### src/hdl/ddo_pkg.sv
// ----------------------------------------------------------------------------
// ddo_pkg
// Shared types and constants for the dead-reckoning odometry block.
// ----------------------------------------------------------------------------
package ddo_pkg;

    localparam int ATAN_ENTRIES = 30;
    localparam logic [31:0] QUARTER_TURN = 32'h4000_0000;
    localparam logic [31:0] HALF_TURN    = 32'h8000_0000;
    localparam logic [15:0] INV_GAIN_Q16 = 16'd39797;
    localparam logic [15:0] DIST_RESET   = 16'd5090;
    localparam logic [23:0] TURN_RESET   = 24'd1784600;
    localparam logic [0:0]  CFG_DIST     = 1'b0;
    localparam logic [0:0]  CFG_TURN     = 1'b1;

    // datapath widths
    localparam int DW = 34;   // count sums / differences, signed
    localparam int AW = 48;   // multiplicand, signed (half travel product)
    localparam int PW = 64;   // products, signed
    localparam int CW = 56;   // CORDIC x/y, signed

    typedef enum logic [2:0] {
        ST_IDLE, ST_MUL1, ST_MUL2, ST_ROT, ST_DONE
    } state_t;

    typedef struct packed {
        logic start;
        logic [AW-1:0] a;
        logic [23:0] b;
    } mul_req_t;

    function automatic logic [31:0] atan_ba(input logic [4:0] i);
        logic [31:0] r;
        begin
            case (i)
                5'd0: r = 32'h20000000; 5'd1: r = 32'h12E4051E;
                5'd2: r = 32'h09FB385B; 5'd3: r = 32'h051111D4;
                5'd4: r = 32'h028B0D43; 5'd5: r = 32'h0145D7E1;
                5'd6: r = 32'h00A2F61E; 5'd7: r = 32'h00517C55;
                5'd8: r = 32'h0028BE53; 5'd9: r = 32'h00145F2F;
                5'd10: r = 32'h000A2F98; 5'd11: r = 32'h000517CC;
                5'd12: r = 32'h00028BE6; 5'd13: r = 32'h000145F3;
                5'd14: r = 32'h0000A2FA; 5'd15: r = 32'h0000517D;
                5'd16: r = 32'h000028BE; 5'd17: r = 32'h0000145F;
                5'd18: r = 32'h00000A30; 5'd19: r = 32'h00000518;
                5'd20: r = 32'h0000028C; 5'd21: r = 32'h00000146;
                5'd22: r = 32'h000000A3; 5'd23: r = 32'h00000051;
                5'd24: r = 32'h00000029; 5'd25: r = 32'h00000014;
                5'd26: r = 32'h0000000A; 5'd27: r = 32'h00000005;
                5'd28: r = 32'h00000003; 5'd29: r = 32'h00000001;
                default: r = 32'h0;
            endcase
            return r;
        end
    endfunction

endpackage

### src/hdl/ddo_serial_mul.sv
// ----------------------------------------------------------------------------
// ddo_serial_mul
// Bit-serial signed x unsigned multiplier, one multiplier bit per cycle.
// ----------------------------------------------------------------------------
module ddo_serial_mul (
    input  logic                  clk,
    input  logic                  rst_n,
    input  ddo_pkg::mul_req_t     req,
    output logic                  done,
    output logic [ddo_pkg::PW-1:0] prod
);
    import ddo_pkg::*;

    logic [PW-1:0] acc_reg, acc_next;
    logic [PW-1:0] mcand_reg, mcand_next;
    logic [23:0]   mplier_reg, mplier_next;
    logic [4:0]    cnt_reg, cnt_next;
    logic          busy_reg, busy_next;
    logic          done_reg, done_next;

    always_comb
    begin
        acc_next    = acc_reg;
        mcand_next  = mcand_reg;
        mplier_next = mplier_reg;
        cnt_next    = cnt_reg;
        busy_next   = busy_reg;
        done_next   = 1'b0;
        if (req.start)
        begin
            acc_next    = '0;
            mcand_next  = {{(PW-AW){req.a[AW-1]}}, req.a};
            mplier_next = req.b;
            cnt_next    = '0;
            busy_next   = 1'b1;
        end
        else if (busy_reg)
        begin
            if (mplier_reg[0])
                acc_next = acc_reg + mcand_reg;
            mcand_next  = mcand_reg << 1;
            mplier_next = mplier_reg >> 1;
            cnt_next    = cnt_reg + 5'd1;
            if (cnt_reg == 5'd23)
            begin
                busy_next = 1'b0;
                done_next = 1'b1;
            end
        end
    end

    always_ff @(posedge clk or negedge rst_n)
    begin
        if (!rst_n)
        begin
            busy_reg <= 1'b0;
            done_reg <= 1'b0;
            cnt_reg  <= '0;
        end
        else
        begin
            busy_reg <= busy_next;
            done_reg <= done_next;
            cnt_reg  <= cnt_next;
        end
    end

    always_ff @(posedge clk)
    begin
        acc_reg    <= acc_next;
        mcand_reg  <= mcand_next;
        mplier_reg <= mplier_next;
    end

    assign done = done_reg;
    assign prod = acc_reg;
endmodule

### src/hdl/ddo_cordic.sv
// ----------------------------------------------------------------------------
// ddo_cordic
// Iterative rotation-mode CORDIC, one micro-rotation per cycle, with
// quadrant folding.
// ----------------------------------------------------------------------------
module ddo_cordic #(
    parameter int STEPS = 16
) (
    input  logic                   clk,
    input  logic                   rst_n,
    input  logic                   start,
    input  logic [ddo_pkg::CW-1:0] mag,
    input  logic [31:0]            ang,
    output logic                   done,
    output logic [ddo_pkg::CW-1:0] cx,
    output logic [ddo_pkg::CW-1:0] cy
);
    import ddo_pkg::*;

    localparam int NSTEP = (STEPS < ATAN_ENTRIES) ? STEPS : ATAN_ENTRIES;

    logic signed [CW-1:0] x_reg, x_next, y_reg, y_next;
    logic signed [32:0]   z_reg, z_next;
    logic [4:0]           i_reg, i_next;
    logic                 flip_reg, flip_next;
    logic                 busy_reg, busy_next, done_reg, done_next;
    logic signed [CW-1:0] xs, ys;
    logic [31:0]          a_fold;

    always_comb
    begin
        x_next = x_reg; y_next = y_reg; z_next = z_reg;
        i_next = i_reg; flip_next = flip_reg;
        busy_next = busy_reg; done_next = 1'b0;
        xs = x_reg >>> i_reg;
        ys = y_reg >>> i_reg;
        a_fold = ang;
        if (start)
        begin
            flip_next = (ang[31:30] == 2'b01) || (ang[31:30] == 2'b10);
            if (flip_next)
                a_fold = ang - HALF_TURN;
            x_next = mag;
            y_next = '0;
            z_next = {a_fold[31], a_fold};
            i_next = '0;
            busy_next = 1'b1;
        end
        else if (busy_reg)
        begin
            if (!z_reg[32])
            begin
                x_next = x_reg - ys;
                y_next = y_reg + xs;
                z_next = z_reg - $signed({1'b0, atan_ba(i_reg)});
            end
            else
            begin
                x_next = x_reg + ys;
                y_next = y_reg - xs;
                z_next = z_reg + $signed({1'b0, atan_ba(i_reg)});
            end
            i_next = i_reg + 5'd1;
            if (i_reg == 5'(NSTEP - 1))
            begin
                busy_next = 1'b0;
                done_next = 1'b1;
            end
        end
    end

    always_ff @(posedge clk or negedge rst_n)
    begin
        if (!rst_n)
        begin
            busy_reg <= 1'b0;
            done_reg <= 1'b0;
            i_reg    <= '0;
        end
        else
        begin
            busy_reg <= busy_next;
            done_reg <= done_next;
            i_reg    <= i_next;
        end
    end

    always_ff @(posedge clk)
    begin
        x_reg    <= x_next;
        y_reg    <= y_next;
        z_reg    <= z_next;
        flip_reg <= flip_next;
    end

    assign done = done_reg;
    assign cx = flip_reg ? -x_reg : x_reg;
    assign cy = flip_reg ? -y_reg : y_reg;
endmodule

### src/hdl/differential_drive_odometry.sv
// ----------------------------------------------------------------------------
// differential_drive_odometry
// Dead-reckoning pose tracker for a two-wheel differential drive.
// ----------------------------------------------------------------------------
// Usage:
//  - Input channel (valid/ready): action, left_count, right_count. An item
//    with action 1 zeroes the pose, faces a quarter turn and latches the
//    counts as baseline; action 0 integrates the count deltas.
//  - Output channel (valid/ready): pos_x, pos_y, heading after the item.
//  - Config port: cfg_we/cfg_index/cfg_data; the user must write it only while idle, the block does not enforce this.
//  - An update item runs three bit-serial multiplies (turn product, travel
//    product, inverse-gain scaling), then the CORDIC rotation, one step per
//    cycle. A reset item's result is valid the next cycle. One item is in
//    flight at a time.
//  - The result sits in the output register until taken; a stalled receiver
//    simply holds the block in its done state, new items wait.
//  - Reset: pose at origin, heading a quarter turn, baseline counts zero,
//    registers at their defaults.
// ----------------------------------------------------------------------------
module differential_drive_odometry #(
    parameter int CORDIC_STEPS = 16
) (
    input  logic        clk,
    input  logic        rst_n,
    input  logic        in_valid,
    output logic        in_ready,
    input  logic        action,
    input  logic [31:0] left_count,
    input  logic [31:0] right_count,
    output logic        out_valid,
    input  logic        out_ready,
    output logic [31:0] pos_x,
    output logic [31:0] pos_y,
    output logic [31:0] heading,
    input  logic        cfg_we,
    input  logic [0:0]  cfg_index,
    input  logic [23:0] cfg_data
);
    import ddo_pkg::*;

    state_t state_reg, state_next;
    logic [15:0] dist_reg;
    logic [23:0] turn_reg;
    logic [31:0] prev_l_reg, prev_r_reg, ang_reg;
    logic signed [31:0] x_reg, y_reg;
    logic signed [DW-1:0] sum_reg, diff_reg;
    logic [PW-1:0] p_reg;
    logic [1:0]    phase_reg;   // 0 turn, 1 travel, 2 gain, 3 turn running
    logic signed [PW-1:0] half_d;
    logic [31:0] mid_ang;

    mul_req_t mreq;
    logic     mdone;
    logic [PW-1:0] mprod;
    logic     cstart, cdone;
    logic [CW-1:0] cx, cy, cmag;

    // half travel product, held for the gain multiply
    logic signed [AW-1:0] hd_reg;

    ddo_serial_mul u_mul (.clk, .rst_n, .req(mreq), .done(mdone), .prod(mprod));
    ddo_cordic #(.STEPS(CORDIC_STEPS)) u_cordic (
        .clk, .rst_n, .start(cstart), .mag(cmag), .ang(mid_ang),
        .done(cdone), .cx, .cy);

    assign half_d  = $signed(mprod) >>> 1;
    assign mid_ang = ang_reg + p_reg[32:1];

    function automatic logic signed [31:0] sat(input logic signed [31:0] a,
                                              input logic signed [CW-1:0] d);
        logic signed [CW:0] r;
        begin
            r = {{(CW-31){a[31]}}, a} + {d[CW-1], d};
            if (r > $signed({{(CW-31){1'b0}}, 32'h7FFF_FFFF}))
                return 32'sh7FFF_FFFF;
            else if (r < -$signed({{(CW-31){1'b0}}, 32'h8000_0000}))
                return 32'sh8000_0000;
            else
                return r[31:0];
        end
    endfunction

    always_comb
    begin
        state_next = state_reg;
        mreq = '0;
        cstart = 1'b0;
        cmag = '0;
        unique case (state_reg)
            ST_IDLE:
                if (in_valid && !action)
                    state_next = ST_MUL1;
                else if (in_valid)
                    state_next = ST_DONE;
            ST_MUL1:
                begin
                    mreq.start = (phase_reg == 2'd0);
                    mreq.a = {{(AW-DW){diff_reg[DW-1]}}, diff_reg};
                    mreq.b = turn_reg;
                    if (mdone)
                        state_next = ST_MUL2;
                end
            ST_MUL2:
                begin
                    mreq.start = (phase_reg == 2'd0);
                    mreq.a = {{(AW-DW){sum_reg[DW-1]}}, sum_reg};
                    mreq.b = {8'd0, dist_reg};
                    if (phase_reg == 2'd1 && mdone)
                        state_next = ST_ROT;
                end
            ST_ROT:
                begin
                    mreq.start = (phase_reg == 2'd1);
                    mreq.a = hd_reg;
                    mreq.b = {8'd0, INV_GAIN_Q16};
                    cstart = (phase_reg == 2'd2) && mdone;
                    cmag = CW'($signed(mprod) >>> 16);
                    if (cdone)
                        state_next = ST_DONE;
                end
            ST_DONE:
                if (out_ready)
                    state_next = ST_IDLE;
            default: state_next = ST_IDLE;
        endcase
    end

    always_ff @(posedge clk or negedge rst_n)
    begin
        if (!rst_n)
        begin
            state_reg  <= ST_IDLE;
            phase_reg  <= 2'd0;
            dist_reg   <= DIST_RESET;
            turn_reg   <= TURN_RESET;
            prev_l_reg <= '0;
            prev_r_reg <= '0;
            ang_reg    <= QUARTER_TURN;
            x_reg      <= '0;
            y_reg      <= '0;
            p_reg      <= '0;
            hd_reg     <= '0;
        end
        else
        begin
            state_reg <= state_next;
            if (cfg_we)
            begin
                unique case (cfg_index)
                    CFG_DIST: dist_reg <= cfg_data[15:0];
                    CFG_TURN: turn_reg <= cfg_data;
                    default: ;
                endcase
            end
            unique case (state_reg)
                ST_IDLE:
                    if (in_valid)
                    begin
                        phase_reg <= 2'd0;
                        if (action)
                        begin
                            ang_reg <= QUARTER_TURN;
                            x_reg <= '0;
                            y_reg <= '0;
                        end
                        prev_l_reg <= left_count;
                        prev_r_reg <= right_count;
                    end
                ST_MUL1:
                    if (phase_reg == 2'd0)
                        phase_reg <= 2'd3;
                    else if (mdone)
                    begin
                        p_reg <= mprod;
                        phase_reg <= 2'd0;
                    end
                ST_MUL2:
                    if (phase_reg == 2'd0)
                        phase_reg <= 2'd1;
                    else if (mdone)
                        hd_reg <= half_d[AW-1:0];
                ST_ROT:
                    if (phase_reg == 2'd1)
                        phase_reg <= 2'd2;
                    else if (cdone)
                    begin
                        x_reg <= sat(x_reg, cx);
                        y_reg <= sat(y_reg, cy);
                        ang_reg <= ang_reg + p_reg[31:0];
                    end
                default: ;
            endcase
        end
    end

    always_ff @(posedge clk)
    begin
        if (state_reg == ST_IDLE && in_valid)
        begin
            sum_reg  <= $signed({{2{1'b0}}, 32'd0})
                      + $signed({{2{1'(32'(left_count - prev_l_reg) >> 31)}},
                                 32'(left_count - prev_l_reg)})
                      + $signed({{2{1'(32'(right_count - prev_r_reg) >> 31)}},
                                 32'(right_count - prev_r_reg)});
            diff_reg <= $signed({{2{1'(32'(left_count - prev_l_reg) >> 31)}},
                                 32'(left_count - prev_l_reg)})
                      - $signed({{2{1'(32'(right_count - prev_r_reg) >> 31)}},
                                 32'(right_count - prev_r_reg)});
        end
    end

    assign in_ready  = (state_reg == ST_IDLE);
    assign out_valid = (state_reg == ST_DONE);
    assign pos_x     = x_reg;
    assign pos_y     = y_reg;
    assign heading   = ang_reg;

`ifndef SYNTHESIS
    a_no_overlap: assert property (@(posedge clk) disable iff (!rst_n)
        !(in_ready && out_valid)) else $error("ready while result pending");
    a_out_hold: assert property (@(posedge clk) disable iff (!rst_n)
        out_valid && !out_ready |=> out_valid && $stable(heading))
        else $error("result dropped while stalled");
    a_reset_item: assert property (@(posedge clk) disable iff (!rst_n)
        in_valid && in_ready && action |=> out_valid && heading == QUARTER_TURN)
        else $error("reset item did not restore heading");
`endif
endmodule
### config.mk
export PLATFORM = sky130hd
export DESIGN_NAME = differential_drive_odometry
export DESIGN_NICKNAME = d
export VERILOG_FILES = /design/src/hdl/ddo_pkg.sv /design/src/hdl/ddo_serial_mul.sv /design/src/hdl/ddo_cordic.sv /design/src/hdl/differential_drive_odometry.sv
export SDC_FILE = /design/constraint.sdc
export NUM_CORES = 2
export LEC_CHECK = 0
export ABC_CLOCK_PERIOD_IN_PS = 8300
export BUFFER_PORTS_ARGS = -buffer_cell sky130_fd_sc_hd__buf_2
export CORE_UTILIZATION = 40
export CTS_CLUSTER_DIAMETER = 150
export DETAILED_ROUTE_END_ITERATION = 10
export HOLD_SLACK_MARGIN = 0.08
export PLACE_DENSITY = 0.65
export SLEW_MARGIN = 20
export SYNTH_ARGS = -nofsm -noshare
export SYNTH_HDL_FRONTEND = slang
export SYNTH_SLANG_ARGS = --single-unit
### constraint.sdc
create_clock -name clk -period 8.3 [get_ports clk]
set_input_delay 1.245 -clock clk [delete_from_list [all_inputs] [get_ports clk]]
set_output_delay 1.245 -clock clk [all_outputs]
set_load 0.02 [all_outputs]
* Word-level counts from Yosys, hierarchy flattened
Memories as Yosys holds them, arrays and structs flattened. Index checks and enable logic that the tools add are counted.
Storage, ports and cells: memories kept 2, memory bits (read-only) 1920, input port bits 95, register bits 666, word-level logic and storage cells 167, output and inout port bits 98
Operators by class: equal/unequal tests 21, add/sub/neg operators 20, bitwise operators 2, magnitude comparators 4, shift operators 2, muxes and demuxes 69, reduce and logical (&&, ||, !) cells 21
Memories:
- (no name shown) | depth 32, width 30, read ports 1, clocked after memory_dff 0, write ports 0, line ddo_pkg.sv:35 | case (i)
- (no name shown) | depth 32, width 30, read ports 1, clocked after memory_dff 0, write ports 0, line ddo_pkg.sv:35
Operator list (count):
- $mux W32 | 21
- $mux W56 | 7
- $pmux W73 S3 | 1
- $pmux W32 S2 | 3
- $mux W64 | 2
- $add A32 B56 Y57 | 2
- $gt A57 B32 Y1 const B | 2
- $lt A57 B32 Y1 const B | 2
- $add A56 B56 Y56 | 2
- $neg A56 Y56 | 2
- $sshr A56 B5 Y56 | 2
- $sub A56 B56 Y56 | 2
- $mux W33 | 3
- $add A32 B32 Y32 | 2
- $add A64 B64 Y64 | 1
- $sub A32 B32 Y32 | 2
- $mux W24 | 2
- $add A32 B32 Y33 | 1
- $add A33 B33 Y33 | 1
- $sub A32 B32 Y33 | 1
- $sub A33 B33 Y33 | 1
- $sub A32 B32 Y32 const B | 1
- $mux W5 | 4
- $mux W3 | 6
- 26 further kinds | 66

* Depth between registers and ports, before layout
word-level depth 9, depth in mapped cells 37, depth with buffers taken out 30

* Cells and area by module
Synthesis repeated with hierarchy kept, for this count alone.
Second synthesis, totals: cells, all modules 7719, area, all modules 66796.6 µm²
Modules (own cells, without submodules):
- differential_drive_odometry | sequential area each 9132.5 µm², times used 1, area each 30272.8 µm², cells an instance 3448
- ddo_cordic | sequential area each 3998.8 µm², times used 1, area each 26466.6 µm², cells an instance 3201
- ddo_serial_mul | sequential area each 4098.9 µm², times used 1, area each 10057.1 µm², cells an instance 1070

* Worst setup path before layout
No wires, ideal clock.
path type flip-flop to flip-flop, start point reg u_cordic.x_reg[4], end point reg x_reg[0] (netlist: pos_x[0]), cell stages (with the launch flop) 31, setup slack -0.062 ns, library setup time 0.066 ns, required time 8.234 ns, clock period less this slack 8.362 ns, path buffers 1, arrival time 8.295 ns, cells stage by stage edfxtp_1 or3_4 nor4_4 nand3_2 or2_1 or4_4 or4_4 or3_4 or3_1 or4_4 or4_4 or3_4 or2_4 o21ai_0 xnor2_1 ha_1 a21o_1 o21bai_1 a21oi_1 o21ai_0 a21o_1 a221o_1 and2_1 a31oi_1 nand2_1 or3_1 or4_1 o31a_1 nor2_1 clkbuf_1 a221o_1
Between the ends: longest elaborated chain between the ends 9, elaborated cells on any way between the ends 10, those cells by class add/sub (2); order compare (2); mux (6)
RTL lines:
- start: declaration | line ddo_cordic.sv:22 | logic signed [CW-1:0] x_reg, x_next, y_reg, y_next;
- start signal: assignment | line ddo_cordic.sv:90 | x_reg <= x_next;
- $neg A56 Y56 | line ddo_cordic.sv:97 | assign cx = flip_reg ? -x_reg : x_reg;
- $mux W56 (*) | line ddo_cordic.sv:97
- $add A32 B56 Y57 (*) | line differential_drive_odometry.sv:73 | r = {{(CW-31){a[31]}}, a} + {d[CW-1], d};
- $lt A57 B32 Y1 | line differential_drive_odometry.sv:76 | else if (r < -$signed({{(CW-31){1'b0}}, 32'h8000_0000}))
- $mux W32 | line differential_drive_odometry.sv:76
- $mux W32 (*) | line differential_drive_odometry.sv:74 | if (r > $signed({{(CW-31){1'b0}}, 32'h7FFF_FFFF}))
- $mux W32 (*) | line differential_drive_odometry.sv:185 | else if (cdone)
- $mux W32 (*) | line differential_drive_odometry.sv:183 | if (phase_reg == 2'd1)
- $pmux W32 S2 (*) | line differential_drive_odometry.sv:155 | unique case (state_reg)
- end signal: assignment | line differential_drive_odometry.sv:187 | x_reg <= sat(x_reg, cx);
- end: declaration | line differential_drive_odometry.sv:45 | logic signed [31:0] x_reg, y_reg;
Every way passes the cells marked *; elsewhere a longest branch is shown, timed or not. The select of a mux whose other input is x is not followed. A chain may end at the register's enable or synchronous reset.

* Final worst setup path
start point reg u_cordic.x_reg[4], end point reg x_reg[12] (netlist: pos_x[12])
The elaborated chain is that of the path after synthesis.

==> results.md <==
Critical path:
- Of all nets on the critical path, the largest fanout is 8.
- The slowest stage of the critical path belongs to the cell sky130_fd_sc_hd__or4_4.
- The start-to-end type of the worst setup path is flip-flop to flip-flop.
- Together, buffers and inverters on the worst path number 3.
- The required arrival time at the worst endpoint is 8.91 ns.
- The timing startpoint of the critical path is u_cordic.x_reg[4].
- The startpoint identified for the worst register-to-register timing path is u_cordic.x_reg[4].
- The worst setup path is launched from a flip-flop.
- The arrival time at the worst endpoint is 8.93 ns.
- The longest individual stage delay on the worst path is 0.51 ns.
- The most repeated library cell on the critical path is sky130_fd_sc_hd__or4_4.
- Broken down by cell family, the worst path's largest delay share belongs to simple AND/OR/NAND/NOR gates.
- STA classifies the critical path endpoint as a flip-flop.

Layout:
- At the end of the flow, the number of nets in the layout was 8,187.
- The commonest non-fill, non-tap cell in the layout is sky130_fd_sc_hd__nand2_1.
- The area of all placed cells without fillers is 70,600 um^2.
- The library cells used most frequently in the layout, excluding fill and tap cells, are 772 x sky130_fd_sc_hd__nand2_1, 708 x sky130_fd_sc_hd__a21oi_1, 600 x sky130_fd_sc_hd__nor2_1.
- The area overhead of the layout relative to synthesis is 10.6%.
- The proportion of layout cells with a drive suffix above 1 is 0.131.
- 0 antenna diodes ended up in the layout.

Synth:
- Summed over all instances, the cell type with the most area after synthesis is sky130_fd_sc_hd__edfxtp_1.
- The post-synthesis area per instance is 8.54 um^2.
- The synthesized design contains 243 enable-type register cells.
- Of the synthesized area, sequential elements account for 0.270.
- The flip-flop and latch count after synthesis is 663.
- After technology mapping, the gate count stands at 7,471.
- The number of unique standard cell types used by synthesis is 90.
- The number of nets handed over by synthesis was 8,104.
- The mapped cell area is 63,800 um^2.
- The async set or reset register ratio after synthesis is 0.452.
- The top cell type's share of synthesized area is 0.114.
- Ranked by total cell area, the synthesized netlist is headed by sky130_fd_sc_hd__edfxtp_1 11%, sky130_fd_sc_hd__dfrtp_1 11%, sky130_fd_sc_hd__ha_1 10%, sky130_fd_sc_hd__xnor2_1 6.5%, sky130_fd_sc_hd__a21oi_1 5.6%.
- In the synthesized netlist the dominant register cell turns out to be sky130_fd_sc_hd__dfrtp_1.
- The count of synthesis-stage warnings from yosys is 0.

STA:
- The routed design could run at a clock period as short as 8.32 ns.
- The max-slew violation count is 0.
- The final hold violation count is 0.
- The total negative setup slack is -0.229 ns.
- Dividing the final minimum period by the clock period gives 1.00.
- Setup repair after global routing could not meet its margin everywhere.
- Once routing completed, OpenROAD measured the worst setup slack at -0.0247 ns.
- Clock skew on the completed layout was measured at 0.0458 ns.
- Headroom to the max-slew limit came out at 0.284.
- The worst-margin pin slew is 1.07 ns.
- The final-report setup violation count is 21.
- Timing would allow up to 120 MHz.

Power:
- The leakage power is 31.5 nW.
- The worst voltage drop across the vdd grid is 0.000250 V.
- The ratio of total power to cell area is 269 nW/um^2.
- The completed layout was analyzed and its total power is 0.0190 W.

Placement:
- The count of input and output buffers is 192.
- After legalization and detailed placement, the total HPWL measured 153,000 um.
- The worst slack after detailed placement is -0.126 ns.
- The global placement routability congestion is 1.02.
- The placed cell area is 67,600 um^2.

Clocking:
- The clock sink count is 663.
- In this run the deepest clock path goes through 3 buffers.
- The cell sitting at the root of the clock tree is a sky130_fd_sc_hd__clkbuf_16.
- The TritonCTS clock tree is yes.
- After clock tree synthesis, the clock-pin slew on the worst setup and hold paths is 0.06 ns.
- The number of CTS-inserted buffers is 79.
- The number of buffers inserted for hold repair after clock tree synthesis is 0.
- CTS built an H-tree with a depth of 3.
- For the worst-skew pair, the clock arrives at the later sink with an insertion delay of 0.71 ns.

Worst hold path:
- The worst hold path begins at u_mul.prod[53].
- The worst hold-check path type is flip-flop to flip-flop.

Routing:
- The routed wire length is 198,000 um.
- The DRC violation count after routing is 0.
- In this run, the number of DRC markers left after iteration 0 of detailed routing was 4,368.
- Using the TritonRoute via totals, the vias-per-cell ratio works out to 5.89.
- The vias after detailed routing is 57,100.
- The antenna violation net count after detailed routing is 0.
- For this run, the detailed router's first-pass iteration total came to 6.
- The wire length per cell after detailed routing is 20.5 um.

Status:
- The flow ran to the end, but the final reports show violations.
- The checks that failed: setup timing.

Die:
- The floorplan core area is 158,000 um^2.
- Measured along the x axis, the die boundary spans 401 um.
- The floorplan step defined a die boundary enclosing 161,000 um^2.
- The number of ports placed on the die boundary is 193.
- The vertical die dimension is 401 um.
- For this configuration, the core starts out at a cell density of 0.403.
- The initialized floorplan defines 146 standard-cell rows.

Global routing:
- Global routing finished with a remaining overflow of 0.
- The number of antenna violations at the first check in global routing came to 1.
- The largest net degree at the start of global routing is 146.
- Across every metal layer, demand over resource in global routing totals 0.238.
- The via count of the first global-routing pass is 54,800.
- The first global-routing pass estimated 310,000 um of wire.

Flow run:
- The number of max-cap violations is 0.
cell type report:
type / instances / area [um^2]
clock buffers: 115 / 2300
clock inverters: 33 / 397
fillers: 15500 / 87800
inverters: 249 / 942
multi-input cells: 6158 / 44300
flip-flops and latches: 663 / 17300
well taps: 2072 / 2590
repair buffers: 403 / 2800
routing by layer:
layer,routed length (um),track usage,share of wire
met3,10800,0.0313,0.054
met4,9440,0.102,0.048
met2,92400,0.399,0.47
met1,85700,0.307,0.43
met5,0,0,0
path summary, 6_finish.rpt:
| check | to | slack, ns | depth (start not counted) |
|---|---|---|---|
| min | u_mul.prod[53] | 0.48 | 2 |
| min reg2reg | u_mul.prod[53] | 0.48 | 2 |
| max reg2reg | pos_x[12] | -0.02 | 31 |
| max | pos_x[12] | -0.02 | 31 |
| min in group asynchronous | pos_x[0] | 0.62 | 1 |
| max in group asynchronous | prev_r_reg[19] | 6.27 | 2 |
metrics by stage:
stage / hold WS (ns) / utilization / std cells
after global placement: 0.465 / 0.426 / 9526
after floorplan: 0.449 / - / 7471
after detailed placement: 0.477 / 0.427 / 9528
after CTS: 0.485 / 0.445 / 9690
after global routing: 0.506 / 0.446 / 9693
final: 0.482 / 0.446 / 9693
synthesized netlist by cell type (all sizes together), types with 50 or more instances:
cell	instances
inv	246
o21ai	529
clkbuf	322
a21oi	711
mux4	134
dfxtp	120
xor2	230
nor3	118
dfrtp	281
xnor2	472
ha	526
nand2	776
a221o	78
buf	79
a211oi	65
nand3	120
and2	50
nor2	606
o31ai	97
a21o	277
edfxtp	243
o21bai	79
mux2i	130
or3	54
nor2b	87
nand2b	90
o21a	65
a31oi	77
nand4	61
mux2	216
and3	74
worst min-delay path, cell delays in order, from the launching register on:
cell	delay, ns
sky130_fd_sc_hd__dfxtp_1	0.32
sky130_fd_sc_hd__nand2_1	0.06
sky130_fd_sc_hd__a21oi_1	0.05
cells by family (layout without fill, tap and decap cells):
family | after synthesis | in the layout | synth area share
compound gates | 2262 | 2262 | 0.224
xor+xnor | 702 | 702 | 0.0964
fa+ha+maj | 538 | 538 | 0.107
buf+inv | 650 | 800 | 0.0385
flops | 663 | 663 | 0.270
mux | 480 | 480 | 0.106
simple gates | 2176 | 2176 | 0.158
timing repair:
action                     4_1_cts  5_1_grt
resized for setup               16       11
cloned                           2        1
setup endpoints to repair       31       37
pin swaps                        3        9
buffers inserted                12        2
power breakdown:
| group | switching, W | leakage, nW | internal [W] |
|---|---|---|---|
| Combinational | 0.00576 | 22.9 | 0.00426 |
| Clock | 0.00154 | 1.29 | 0.00208 |
| Sequential | 0.000557 | 7.28 | 0.00479 |
| Total | 0.00786 | 31.5 | 0.0111 |
(Power assumes the default switching activity.)
